### src/rtl/core/assert_macros.svh
// Assertion macros used by the scheduler's sweep engine.
`ifndef ASSERT_MACROS_SVH
`define ASSERT_MACROS_SVH

// Same-cycle implication, sampled on clk, held off during reset.
`define PASC_ASSERT_IMP(lbl, ante, cons, msg) \
    lbl: assert property (@(posedge clk) disable iff (!rst_n) (ante) |-> (cons)) \
        else $error(msg);

// Next-cycle implication, sampled on clk, held off during reset.
`define PASC_ASSERT_NXT(lbl, ante, cons, msg) \
    lbl: assert property (@(posedge clk) disable iff (!rst_n) (ante) |=> (cons)) \
        else $error(msg);

`endif

### src/rtl/core/pasc_pkg.sv
// Shared constants, types and helpers of the periodic task alarm scheduler.
package pasc_pkg;

    localparam int NUM_TASKS   = 8;
    localparam int PERIOD_BITS = 8;
    localparam int SLOT_SPAN   = 8;
    localparam int ALARM_W     = 8;
    localparam int MASK_W      = 8;
    localparam int TICK_W      = 32;
    localparam int TASKCNT_W   = 4;
    localparam int PERIODS_W   = 64;
    localparam int CFG_W       = 64;
    localparam int SLOT_W      = (NUM_TASKS > 1) ? $clog2(NUM_TASKS) : 1;
    localparam int CNT_W       = $clog2(NUM_TASKS + 1);
    localparam int IN_DATA_W   = 8;
    localparam int OUT_DATA_W  = 48;

    localparam logic REG_TASK_COUNT   = 1'b0;
    localparam logic REG_TASK_PERIODS = 1'b1;

    typedef struct packed {
        logic             adv;
        logic             at_zero;
        logic             init;
        logic             marshal_base;
        logic [CNT_W-1:0] n;
    } job_t;

    typedef struct packed {
        logic [MASK_W-1:0] fired;
        logic              marshal;
        logic              init;
    } res_t;

    function automatic logic [ALARM_W-1:0] slot_period(
        input logic [PERIODS_W-1:0] periods,
        input logic [SLOT_W-1:0]    slot
    );
        logic [ALARM_W-1:0] p;
        p = '0;
        p[PERIOD_BITS-1:0] = periods[SLOT_SPAN * slot +: PERIOD_BITS];
        return p;
    endfunction

endpackage

### src/rtl/core/pasc_alarm_ram.sv
// Alarm counter memory: one write port, one registered read port, per-entry valid bits.
module pasc_alarm_ram
(
    input  logic                         clk,
    input  logic                         rst_n,
    input  logic                         we,
    input  logic [pasc_pkg::SLOT_W-1:0]  waddr,
    input  logic [pasc_pkg::ALARM_W-1:0] wdata,
    input  logic                         re,
    input  logic [pasc_pkg::SLOT_W-1:0]  raddr,
    output logic [pasc_pkg::ALARM_W-1:0] rdata
);

    logic [pasc_pkg::ALARM_W-1:0]   mem [pasc_pkg::NUM_TASKS];
    logic [pasc_pkg::NUM_TASKS-1:0] valid_reg;
    logic [pasc_pkg::ALARM_W-1:0]   rdata_reg;

    always_ff @(posedge clk or negedge rst_n)
    begin
        if (!rst_n)
        begin
            valid_reg <= '0;
        end
        else if (we)
        begin
            valid_reg[waddr] <= 1'b1;
        end
    end

    always_ff @(posedge clk)
    begin
        if (we)
        begin
            mem[waddr] <= wdata;
        end
    end

    always_ff @(posedge clk)
    begin
        if (re)
        begin
            rdata_reg <= valid_reg[raddr] ? mem[raddr] : '0;
        end
    end

    assign rdata = rdata_reg;

endmodule

### src/rtl/core/pasc_sweep.sv
// Sweep engine: reads each active alarm per item; advance rewrites nonzero-period ones.
`include "assert_macros.svh"

module pasc_sweep
(
    input  logic                           clk,
    input  logic                           rst_n,
    input  logic                           start,
    input  pasc_pkg::job_t                 job,
    input  logic [pasc_pkg::PERIODS_W-1:0] periods,
    output logic                           busy,
    output logic                           res_valid,
    input  logic                           res_ready,
    output pasc_pkg::res_t                 res
);

    localparam logic [1:0] ST_IDLE = 2'd0;
    localparam logic [1:0] ST_RUN  = 2'd1;
    localparam logic [1:0] ST_DONE = 2'd2;

    logic [1:0]                     state_reg, state_next;
    pasc_pkg::job_t                 job_reg, job_next;
    logic [pasc_pkg::CNT_W-1:0]     rd_cnt_reg, rd_cnt_next;
    logic                           pend_reg, pend_next;
    logic [pasc_pkg::SLOT_W-1:0]    slot_reg, slot_next;
    logic [pasc_pkg::MASK_W-1:0]    mask_reg, mask_next;
    logic                           marshal_reg, marshal_next;

    logic                           issue;
    logic [pasc_pkg::ALARM_W-1:0]   alarm;
    logic [pasc_pkg::ALARM_W-1:0]   period;
    logic [pasc_pkg::ALARM_W-1:0]   alarm_dec;
    logic [pasc_pkg::ALARM_W-1:0]   alarm_new;
    logic                           fire;
    logic                           ram_we;

    pasc_alarm_ram u_ram
    (
        .clk   (clk),
        .rst_n (rst_n),
        .we    (ram_we),
        .waddr (slot_reg),
        .wdata (alarm_new),
        .re    (issue),
        .raddr (rd_cnt_reg[pasc_pkg::SLOT_W-1:0]),
        .rdata (alarm)
    );

    always_comb
    begin
        issue     = (state_reg == ST_RUN) && (rd_cnt_reg < job_reg.n);
        period    = pasc_pkg::slot_period(periods, slot_reg);
        alarm_dec = (alarm != '0) ? alarm - pasc_pkg::ALARM_W'(1) : alarm;
        alarm_new = (alarm_dec == '0) ? period : alarm_dec;
        if (period == '0)
        begin
            fire = job_reg.at_zero;
        end
        else
        begin
            fire = (alarm != '0) && (alarm_dec == '0);
        end
        ram_we = pend_reg && job_reg.adv && (period != '0);
    end

    always_comb
    begin
        state_next   = state_reg;
        job_next     = job_reg;
        rd_cnt_next  = rd_cnt_reg;
        pend_next    = 1'b0;
        slot_next    = slot_reg;
        mask_next    = mask_reg;
        marshal_next = marshal_reg;
        unique case (state_reg)
            ST_IDLE:
            begin
                if (start)
                begin
                    job_next     = job;
                    rd_cnt_next  = '0;
                    mask_next    = '0;
                    marshal_next = job.marshal_base;
                    state_next   = ST_RUN;
                end
            end
            ST_RUN:
            begin
                if (issue)
                begin
                    pend_next   = 1'b1;
                    slot_next   = rd_cnt_reg[pasc_pkg::SLOT_W-1:0];
                    rd_cnt_next = rd_cnt_reg + pasc_pkg::CNT_W'(1);
                end
                if (pend_reg)
                begin
                    if (alarm == pasc_pkg::ALARM_W'(1))
                    begin
                        marshal_next = 1'b1;
                    end
                    if (job_reg.adv && fire)
                    begin
                        mask_next = mask_reg | (pasc_pkg::MASK_W'(1) << slot_reg);
                    end
                end
                if (!issue && !pend_reg)
                begin
                    state_next = ST_DONE;
                end
            end
            ST_DONE:
            begin
                if (res_ready)
                begin
                    state_next = ST_IDLE;
                end
            end
            default:
            begin
                state_next = ST_IDLE;
            end
        endcase
    end

    always_ff @(posedge clk or negedge rst_n)
    begin
        if (!rst_n)
        begin
            state_reg <= ST_IDLE;
            pend_reg  <= 1'b0;
        end
        else
        begin
            state_reg <= state_next;
            pend_reg  <= pend_next;
        end
    end

    always_ff @(posedge clk)
    begin
        job_reg     <= job_next;
        rd_cnt_reg  <= rd_cnt_next;
        slot_reg    <= slot_next;
        mask_reg    <= mask_next;
        marshal_reg <= marshal_next;
    end

    assign busy        = (state_reg != ST_IDLE);
    assign res_valid   = (state_reg == ST_DONE);
    assign res.fired   = mask_reg;
    assign res.marshal = marshal_reg;
    assign res.init    = job_reg.init;

    `PASC_ASSERT_IMP(a_query_no_fire, res_valid && !job_reg.adv, mask_reg == '0,
        "query result carries fired tasks")
    `PASC_ASSERT_IMP(a_slot_active, pend_reg, slot_reg < job_reg.n,
        "processed slot beyond active task count")
    `PASC_ASSERT_NXT(a_start_runs, start && !busy, state_reg == ST_RUN && !pend_reg,
        "sweep did not begin after start")

endmodule

### src/rtl/core/periodic_task_alarm_scheduler.sv
// Periodic task alarm scheduler top level: config, beat counter, sweep and output register.
//
// Usage:
//   Input stream (s_*): one beat per item, s_tdata[0] = advance. advance=1 lets one
//   scheduler beat elapse; advance=0 only queries the will-alarm flag.
//   Output stream (m_*): one beat per input item carrying the fired task mask, the
//   marshal flag and the tick count; m_tuser flags the initial tick.
//   Config port: cfg_we with cfg_index 0 writes task_count, index 1 the packed
//   periods. Write only while no item is in flight.
// Sweep:
//   The active task count n (0..8) sets the length of the sweep over the alarm
//   memory: one read per active slot, with the write-back of nonzero-period slots on
//   advance items, through a single port pair. One item is in work at a time;
//   s_tready is low until the result leaves the sweep.
// Reset:
//   rst_n clears the alarm counters (via valid bits), beat counter, initial-tick flag
//   and config registers; the first advance item afterwards is the initial tick.
// Stalls:
//   A finished result waits in the output register; the next item is accepted
//   meanwhile, and its sweep holds at completion until the register frees up.
module periodic_task_alarm_scheduler
(
    input  logic                            clk,
    input  logic                            rst_n,
    input  logic                            cfg_we,
    input  logic                            cfg_index,
    input  logic [pasc_pkg::CFG_W-1:0]      cfg_wdata,
    input  logic                            s_tvalid,
    output logic                            s_tready,
    input  logic [pasc_pkg::IN_DATA_W-1:0]  s_tdata,   // [0] advance, [7:1] zero
    output logic                            m_tvalid,
    input  logic                            m_tready,
    output logic [pasc_pkg::OUT_DATA_W-1:0] m_tdata,   // [7:0] fired_mask, [8] marshal,
                                                       // [40:9] tick_count, [47:41] zero
    output logic                            m_tuser    // [0] init_tick
);

    logic [pasc_pkg::TASKCNT_W-1:0]  task_count_reg;
    logic [pasc_pkg::PERIODS_W-1:0]  task_periods_reg;
    logic [pasc_pkg::TICK_W-1:0]     beat_reg, beat_next;
    logic                            init_done_reg, init_done_next;
    logic                            out_valid_reg;
    logic [pasc_pkg::OUT_DATA_W-1:0] out_data_reg;
    logic                            out_user_reg;

    logic                            busy;
    logic                            accept;
    logic                            adv;
    logic                            is_beat;
    logic [pasc_pkg::CNT_W-1:0]      n_active;
    pasc_pkg::job_t                  job;
    logic                            res_valid;
    logic                            res_ready;
    pasc_pkg::res_t                  res;

    always_ff @(posedge clk or negedge rst_n)
    begin
        if (!rst_n)
        begin
            task_count_reg   <= '0;
            task_periods_reg <= '0;
        end
        else if (cfg_we)
        begin
            unique case (cfg_index)
                pasc_pkg::REG_TASK_COUNT:
                begin
                    task_count_reg <= cfg_wdata[pasc_pkg::TASKCNT_W-1:0];
                end
                pasc_pkg::REG_TASK_PERIODS:
                begin
                    task_periods_reg <= cfg_wdata[pasc_pkg::PERIODS_W-1:0];
                end
                default:
                begin
                end
            endcase
        end
    end

    always_comb
    begin
        accept  = s_tvalid && s_tready;
        adv     = s_tdata[0];
        is_beat = adv && init_done_reg;
        if (task_count_reg > pasc_pkg::TASKCNT_W'(pasc_pkg::NUM_TASKS))
        begin
            n_active = pasc_pkg::CNT_W'(pasc_pkg::NUM_TASKS);
        end
        else
        begin
            n_active = task_count_reg[pasc_pkg::CNT_W-1:0];
        end
        beat_next      = beat_reg;
        init_done_next = init_done_reg;
        if (accept)
        begin
            if (is_beat)
            begin
                beat_next = beat_reg + pasc_pkg::TICK_W'(1);
            end
            if (adv)
            begin
                init_done_next = 1'b1;
            end
        end
        job.adv          = adv;
        job.init         = adv && !init_done_reg;
        job.at_zero      = (beat_next == '0);
        job.n            = n_active;
        job.marshal_base = (n_active == '0) || (beat_next == '0);
    end

    assign s_tready  = !busy;
    assign res_ready = !out_valid_reg || m_tready;

    pasc_sweep u_sweep
    (
        .clk       (clk),
        .rst_n     (rst_n),
        .start     (accept),
        .job       (job),
        .periods   (task_periods_reg),
        .busy      (busy),
        .res_valid (res_valid),
        .res_ready (res_ready),
        .res       (res)
    );

    always_ff @(posedge clk or negedge rst_n)
    begin
        if (!rst_n)
        begin
            beat_reg      <= '0;
            init_done_reg <= 1'b0;
            out_valid_reg <= 1'b0;
        end
        else
        begin
            beat_reg      <= beat_next;
            init_done_reg <= init_done_next;
            if (res_valid && res_ready)
            begin
                out_valid_reg <= 1'b1;
            end
            else if (m_tready)
            begin
                out_valid_reg <= 1'b0;
            end
        end
    end

    always_ff @(posedge clk)
    begin
        if (res_valid && res_ready)
        begin
            out_data_reg <= {7'b0, beat_reg, res.marshal, res.fired};
            out_user_reg <= res.init;
        end
    end

    assign m_tvalid = out_valid_reg;
    assign m_tdata  = out_data_reg;
    assign m_tuser  = out_user_reg;

endmodule
### config.mk
export PLATFORM = sky130hd
export DESIGN_NAME = periodic_task_alarm_scheduler
export DESIGN_NICKNAME = d
export VERILOG_FILES = /design/src/rtl/core/pasc_pkg.sv /design/src/rtl/core/pasc_alarm_ram.sv /design/src/rtl/core/pasc_sweep.sv /design/src/rtl/core/periodic_task_alarm_scheduler.sv
export VERILOG_INCLUDE_DIRS = /design/src /design/src/rtl/core
export SDC_FILE = /design/constraint.sdc
export NUM_CORES = 1
export LEC_CHECK = 0
export ABC_AREA = 1
export BUFFER_PORTS_ARGS = -buffer_cell sky130_fd_sc_hd__buf_2
export CAP_MARGIN = 20
export CORE_MARGIN = 2
export CORE_UTILIZATION = 51
export CTS_CLUSTER_DIAMETER = 50
export DETAILED_ROUTE_END_ITERATION = 8
export GPL_ROUTABILITY_DRIVEN = 0
export PLACE_DENSITY = 0.75
export SLEW_MARGIN = 40
export SYNTH_ARGS = -nofsm -noshare
export SYNTH_HDL_FRONTEND = slang
export SYNTH_SLANG_ARGS = --single-unit
### constraint.sdc
create_clock -name clk -period 3.3 [get_ports clk]
set_input_delay 0.495 -clock clk [delete_from_list [all_inputs] [get_ports clk]]
set_output_delay 0.495 -clock clk [all_outputs]
set_load 0.02 [all_outputs]
# Word level (Yosys, flattened, before mapping)

Memories as Yosys holds them, arrays and structs flattened. A register that Yosys moved wholly into a read port is not among the register bits.
Index checks and enable logic that the tools add are counted.

Register bits: 178
RAM bits: 64
Input bits: 78
Output and inout bits: 51
Logic and storage cells: 111
Memories: 1

Memories:

| name              | words | bits a word | read ports | clocked after memory_dff | write ports | RTL line             | text |
|---|---|---|---|---|---|---|---|
| u_sweep.u_ram.mem | 8     | 8           | 1          | 1                        | 1           | pasc_alarm_ram.sv:14 | `logic [pasc_pkg::ALARM_W-1:0] mem [pasc_pkg::NUM_TASKS];` |

Add/sub/neg operators: 3
Order comparisons: 5
Equal/unequal tests: 10
Shift-type cells: 2
Mux-type cells: 31
Bitwise gates (word level): 3
Reductions and logical operators: 38

Operator list:

| kind                  | number |
|---|---|
| $mux 32               | 2 |
| $shiftx 64x7->8       | 1 |
| $mux 8                | 5 |
| $add 32x1->32 const B | 1 |
| $logic_not 32->1      | 1 |
| $logic_not 8->1       | 2 |
| $or 8x8->8            | 2 |
| $pmux 8 s2            | 1 |
| $reduce_bool 8->1     | 2 |
| $mux 1                | 12 |
| $mux 4                | 3 |
| $logic_and 1x1->1     | 11 |
| $reduce_and 2->1      | 5 |
| $eq 8x1->1 const B    | 1 |
| $lt 3x4->1 const B    | 2 |
| $ne 2x2->1 const B    | 4 |
| $pmux 4 s2            | 1 |
| $reduce_and 4->1      | 2 |
| $shl 1x3->8 const A   | 1 |
| $sub 8x1->8 const B   | 1 |
| $logic_not 1->1       | 6 |
| $mux 2                | 3 |
| $ne 2x1->1 const B    | 3 |
| $pmux 2 s3            | 1 |
| 15 further kinds      | 19 |

# Longest topological paths before layout

Depth in word-level cells: 9
Gate-level depth with buffers: 15

# Hierarchy

A second synthesis with hierarchy kept.

Cell total of the unflattened synthesis: 1,267
Area, all modules: 11,923.9 um2

By module, submodules not included:

| module                        | instances | cells an instance | area an instance (um2) | seq. area each (um2) |
|---|---|---|---|---|
| periodic_task_alarm_scheduler | 1         | 564               | 6,109.6                | 3,813.7 |
| pasc_alarm_ram                | 1         | 360               | 3,564.7                | 2,362.3 |
| pasc_sweep                    | 1         | 343               | 2,249.7                | 765.7 |

# Worst setup path after synthesis

OpenSTA, ideal clock, no wires.

Path kind: register to register
Start point: register out_valid_reg, in the netlist m_tvalid
End point: register out_data_reg (netlist bit m_tdata[0]), enable pin
Setup time: 0.442 ns
Arrival time: 2.339 ns
Data required time: 2.858 ns
Path slack: 0.519 ns
Stages on the path, launching flop included: 4
Path buffers: 0
Period minus slack after synthesis: 2.781 ns
Cells stage by stage: dfrtp_1 -> inv_1 -> nor2_1 -> nor2_1

Longest elaborated chain between the ends: 3

Ends and longest elaborated chain:

| element                | RTL line                             | text |
|---|---|---|
| from (decl)            | periodic_task_alarm_scheduler.sv:42  | `logic out_valid_reg;` |
| from (signal assigned) | periodic_task_alarm_scheduler.sv:136 | `out_valid_reg <= 1'b0;` |
| from (signal assigned) | periodic_task_alarm_scheduler.sv:144 | `out_valid_reg <= 1'b1;` |
| from (signal assigned) | periodic_task_alarm_scheduler.sv:148 | `out_valid_reg <= 1'b0;` |
| $logic_not 1->1        | periodic_task_alarm_scheduler.sv:115 | `assign res_ready = !out_valid_reg \|\| m_tready;` |
| $logic_or 1x1->1       | periodic_task_alarm_scheduler.sv:115 |  |
| $logic_and 1x1->1      | periodic_task_alarm_scheduler.sv:155 | `if (res_valid && res_ready)` |
| to (signal assigned)   | periodic_task_alarm_scheduler.sv:157 | `out_data_reg <= {7'b0, beat_reg, res.marshal, res.fired};` |
| to (decl)              | periodic_task_alarm_scheduler.sv:43  | `logic [pasc_pkg::OUT_DATA_W-1:0] out_data_reg;` |

No other way between the ends.
A chain may end at the register's enable or synchronous reset.

# Worst setup path in the final report

Start point: register u_sweep.slot_reg[1] (netlist bit)
End point: register u_sweep.mask_reg[7] (netlist bit), enable pin

Longest elaborated chain between the ends: 6

Ends and longest elaborated chain:

| element                    | RTL line          | text |
|---|---|---|
| from (decl)                | pasc_sweep.sv:25  | `logic [pasc_pkg::SLOT_W-1:0] slot_reg, slot_next;` |
| from (signal assigned)     | pasc_sweep.sv:143 | `slot_reg <= slot_next;` |
| $shiftx 64x7->8            | pasc_pkg.sv:41    | `p[PERIOD_BITS-1:0] = periods[SLOT_SPAN * slot +: PERIOD_BITS];` |
| $logic_not 8->1            | pasc_sweep.sv:55  | `if (period == '0)` |
| $mux 1                     | pasc_sweep.sv:55  |  |
| $logic_and 1x1->1          | pasc_sweep.sv:101 | `if (job_reg.adv && fire)` |
| $ne 2x2->1 (no line)       | -                 |  |
| $reduce_and 4->1 (no line) | -                 |  |
| to (signal assigned)       | pasc_sweep.sv:144 | `mask_reg <= mask_next;` |
| to (decl)                  | pasc_sweep.sv:26  | `logic [pasc_pkg::MASK_W-1:0] mask_reg, mask_next;` |

No other way between the ends.

==> out/metrics.cfg <==
[logic_synthesis]
avgSynthCellArea_um2=10.2
yosys.area.top_type_share=0.367
synthTopCellsByArea=edfxtp_1 (37%), dfrtp_1 (25%), nand2_1 (7.8%), mux2_2 (5.5%), nor2_1 (4.8%)
synthTopCellsByCount=nand2_1 (233), nor2_1 (143), edfxtp_1 (137), inv_1 (120), dfrtp_1 (113)
ys_ff_latch=250
syn_area_um2=11200
synth_cell_types=37
yosys.area.top_type=edfxtp_1
yosysWarnings=0
synth_edf_count=137
netlist_instances=1095
synth_top_flop_cell=edfxtp_1
ys_async_sr_fraction=0.452
ys_seq_area_frac=0.620
synth_most_common_cell=nand2_1

[global_routing]
grt_max_degree=64
grt-ovfl-total=0
grt_pass1_wl_um=41500
grt_pass1_vias=8112
antenna_found_initial=0
grt_util_all_layers=0.219

[clock_tree]
cts_buffers=27
cts_resized=0
clk_pin_slew_ps=60
ctsHoldBuffers=0
cts_tree=yes
root_buffer=clkbuf_16
clk_path_buf_depth=3
htreeDepth=1
clkLatencyLatePin_ps=550
cts_setup_buffers=0
clock-sinks=250

[setup_path]
critical_path_class=flop to flop
start_kind=flop
critPathMaxFanout=13
path_cells=nand2_1, inv_2, a22oi_1, nand3_1, nand2_1, nand2_1, nor2_1, nand2_2, nand2_1, nand3_1, nand2_1
cp_slowest_stage_delay_ps=470
crit_top_cell=nand2_1
critPathSlowestCell=edfxtp_1
required_ps=3480
critPathArrivalTime_ps=2760
crit_path_end_kind=flop

[drt]
drc=0
wl_um=25200
viasPerCell=5.35
ant_nets=0
vias=8235
drt_iter0_drc=809
wl_per_cell_um=16.4
drt_pass1_iterations=5

[floorplanning]
io_pins=129
die_h_um=152
die_w_um=152
dieArea_um2=23200
core_area_um2=21700
floorplan.initialDensity=0.517
fp-row-count=54

[cells_and_area]
nets=1324
drive_gt1_frac=0.207
final_cells=1539
area_growth_pct=17.2
diodes=0

[power_and_ir_drop]
power_leakage_nw=5.66
vdd_drop_max_v=0.000465
p_per_area_nw_per_um2=793

[sta]
setup_tns_ps=0
min_period_ps=2580
setup_viol=0
slew_headroom=0.545
hold_violations=0
grt_setup_unrepaired=false
period_share=0.783
finalMaxSlewViolations=0
worst_pin_slew_ps=679
fmax_mhz=387
finClkSkew_ps=26.4

[job]
max-cap-violations=0

[outcome]
status=complete, no violations

[placement]
hpwl_um=17500
io_buffers=114
dp_cells=1488

[min_path]
hold_class=input port to flop

[metal layers]
| metal | share of wire | routed length, um | vias up | GRT usage |
|---|---|---|---|---|
| li1 | - | - | 3942 | - |
| met4 | 0.024 | 606 | 0 | 0.0641 |
| met1 | 0.45 | 11300 | 3895 | 0.318 |
| met5 | 0 | 0 | - | 0 |
| met3 | 0.072 | 1800 | 54 | 0.0330 |
| met2 | 0.45 | 11400 | 344 | 0.347 |
[critical path, delay by kind of cell (launching register included)]
family / cells / cell delay, ps
buffers and inverters: 1 / 200
and+or+nand+nor: 9 / 1300
DFF: 1 / 470
AOI/OAI and AO/OA: 1 / 240
[cell usage in the layout (no fill, tap or decap), types with 3 or more instances in the layout]
cell type	count
nand2_1	232
nor2_1	141
edfxtp_1	137
inv_1	120
dfrtp_1	113
buf_2	113
o21ai_0	62
mux2_2	55
nand3_1	54
a21oi_1	27
clkbuf_16	27
buf_4	27
a22oi_1	19
nand4_1	18
o22ai_1	16
nand3b_1	11
ha_1	8
o21bai_1	7
conb_1	7
nor2_2	6
clkinv_2	6
nor2_4	5
xor2_1	5
clkbuf_1	5
clkinv_1	4
bufinv_16	4
nor3_1	3
xnor2_1	3
clkbuf_8	3
[final timing paths]
check                      slack, ps                 from              endpoint  cells past startpoint
setup / recovery                 720  u_sweep.slot_reg[1]   u_sweep.mask_reg[7]                     11
hold / removal                   170        cfg_wdata[56]  task_periods_reg[56]                      2
setup reg to reg                 720  u_sweep.slot_reg[1]   u_sweep.mask_reg[7]                     11
hold reg to reg                  440  u_sweep.mask_reg[3]            m_tdata[3]                      0
max in group asynchronous       2100                rst_n          beat_reg[26]                      3
min in group asynchronous        500                rst_n  task_periods_reg[31]                      2
[metrics by stage]
| stage | total power [W] | hold slack [ps] | util | worst slack (ps) | area [um^2] |
|---|---|---|---|---|---|
| after detailed placement | 0.00731 | 435 | 0.562 | 637 | 12200 |
| after global routing | 0.0110 | 174 | 0.605 | 509 | 13100 |
| final | 0.0104 | 174 | 0.605 | 716 | 13100 |
| after CTS | 0.0104 | 69.9 | 0.605 | 633 | 13100 |
| after floorplan | 0.00630 | 199 | - | 519 | 11200 |
| after global placement | 0.00721 | 434 | 0.562 | 646 | 12200 |
[power by group]
part | internal, W | switching [W] | total (W)
registers | 0.00410 | 0.000303 | 0.00440
logic | 0.000934 | 0.00197 | 0.00290
clock network | 0.00189 | 0.00122 | 0.00311
total | 0.00692 | 0.00349 | 0.0104
[kinds of logic (layout without fill, tap and decap cells)]
family | count (synthesis) | count (layout) | synth area share
and+or+nand+nor | 475 | 475 | 0.178
DFF | 250 | 250 | 0.620
buffers and inverters | 160 | 318 | 0.0600
AOI/OAI and AO/OA | 138 | 138 | 0.0714
muxes | 55 | 55 | 0.0553
adders and majority gates | 8 | 8 | 0.00893
xor gates and xnor gates | 8 | 8 | 0.00625
other | 1 | 7 | 0.000335
[cell type report]
| type | instances | area [um^2] |
|---|---|---|
| fillers | 1777 | 8560 |
| flip-flops and latches | 250 | 6940 |
| multi-input cells | 691 | 3620 |
| repair buffers | 144 | 830 |
| clock buffers | 35 | 736 |
| inverters | 124 | 465 |
| well taps | 280 | 350 |
| clock inverters | 15 | 184 |
Power figures use the tool's default switching activity.
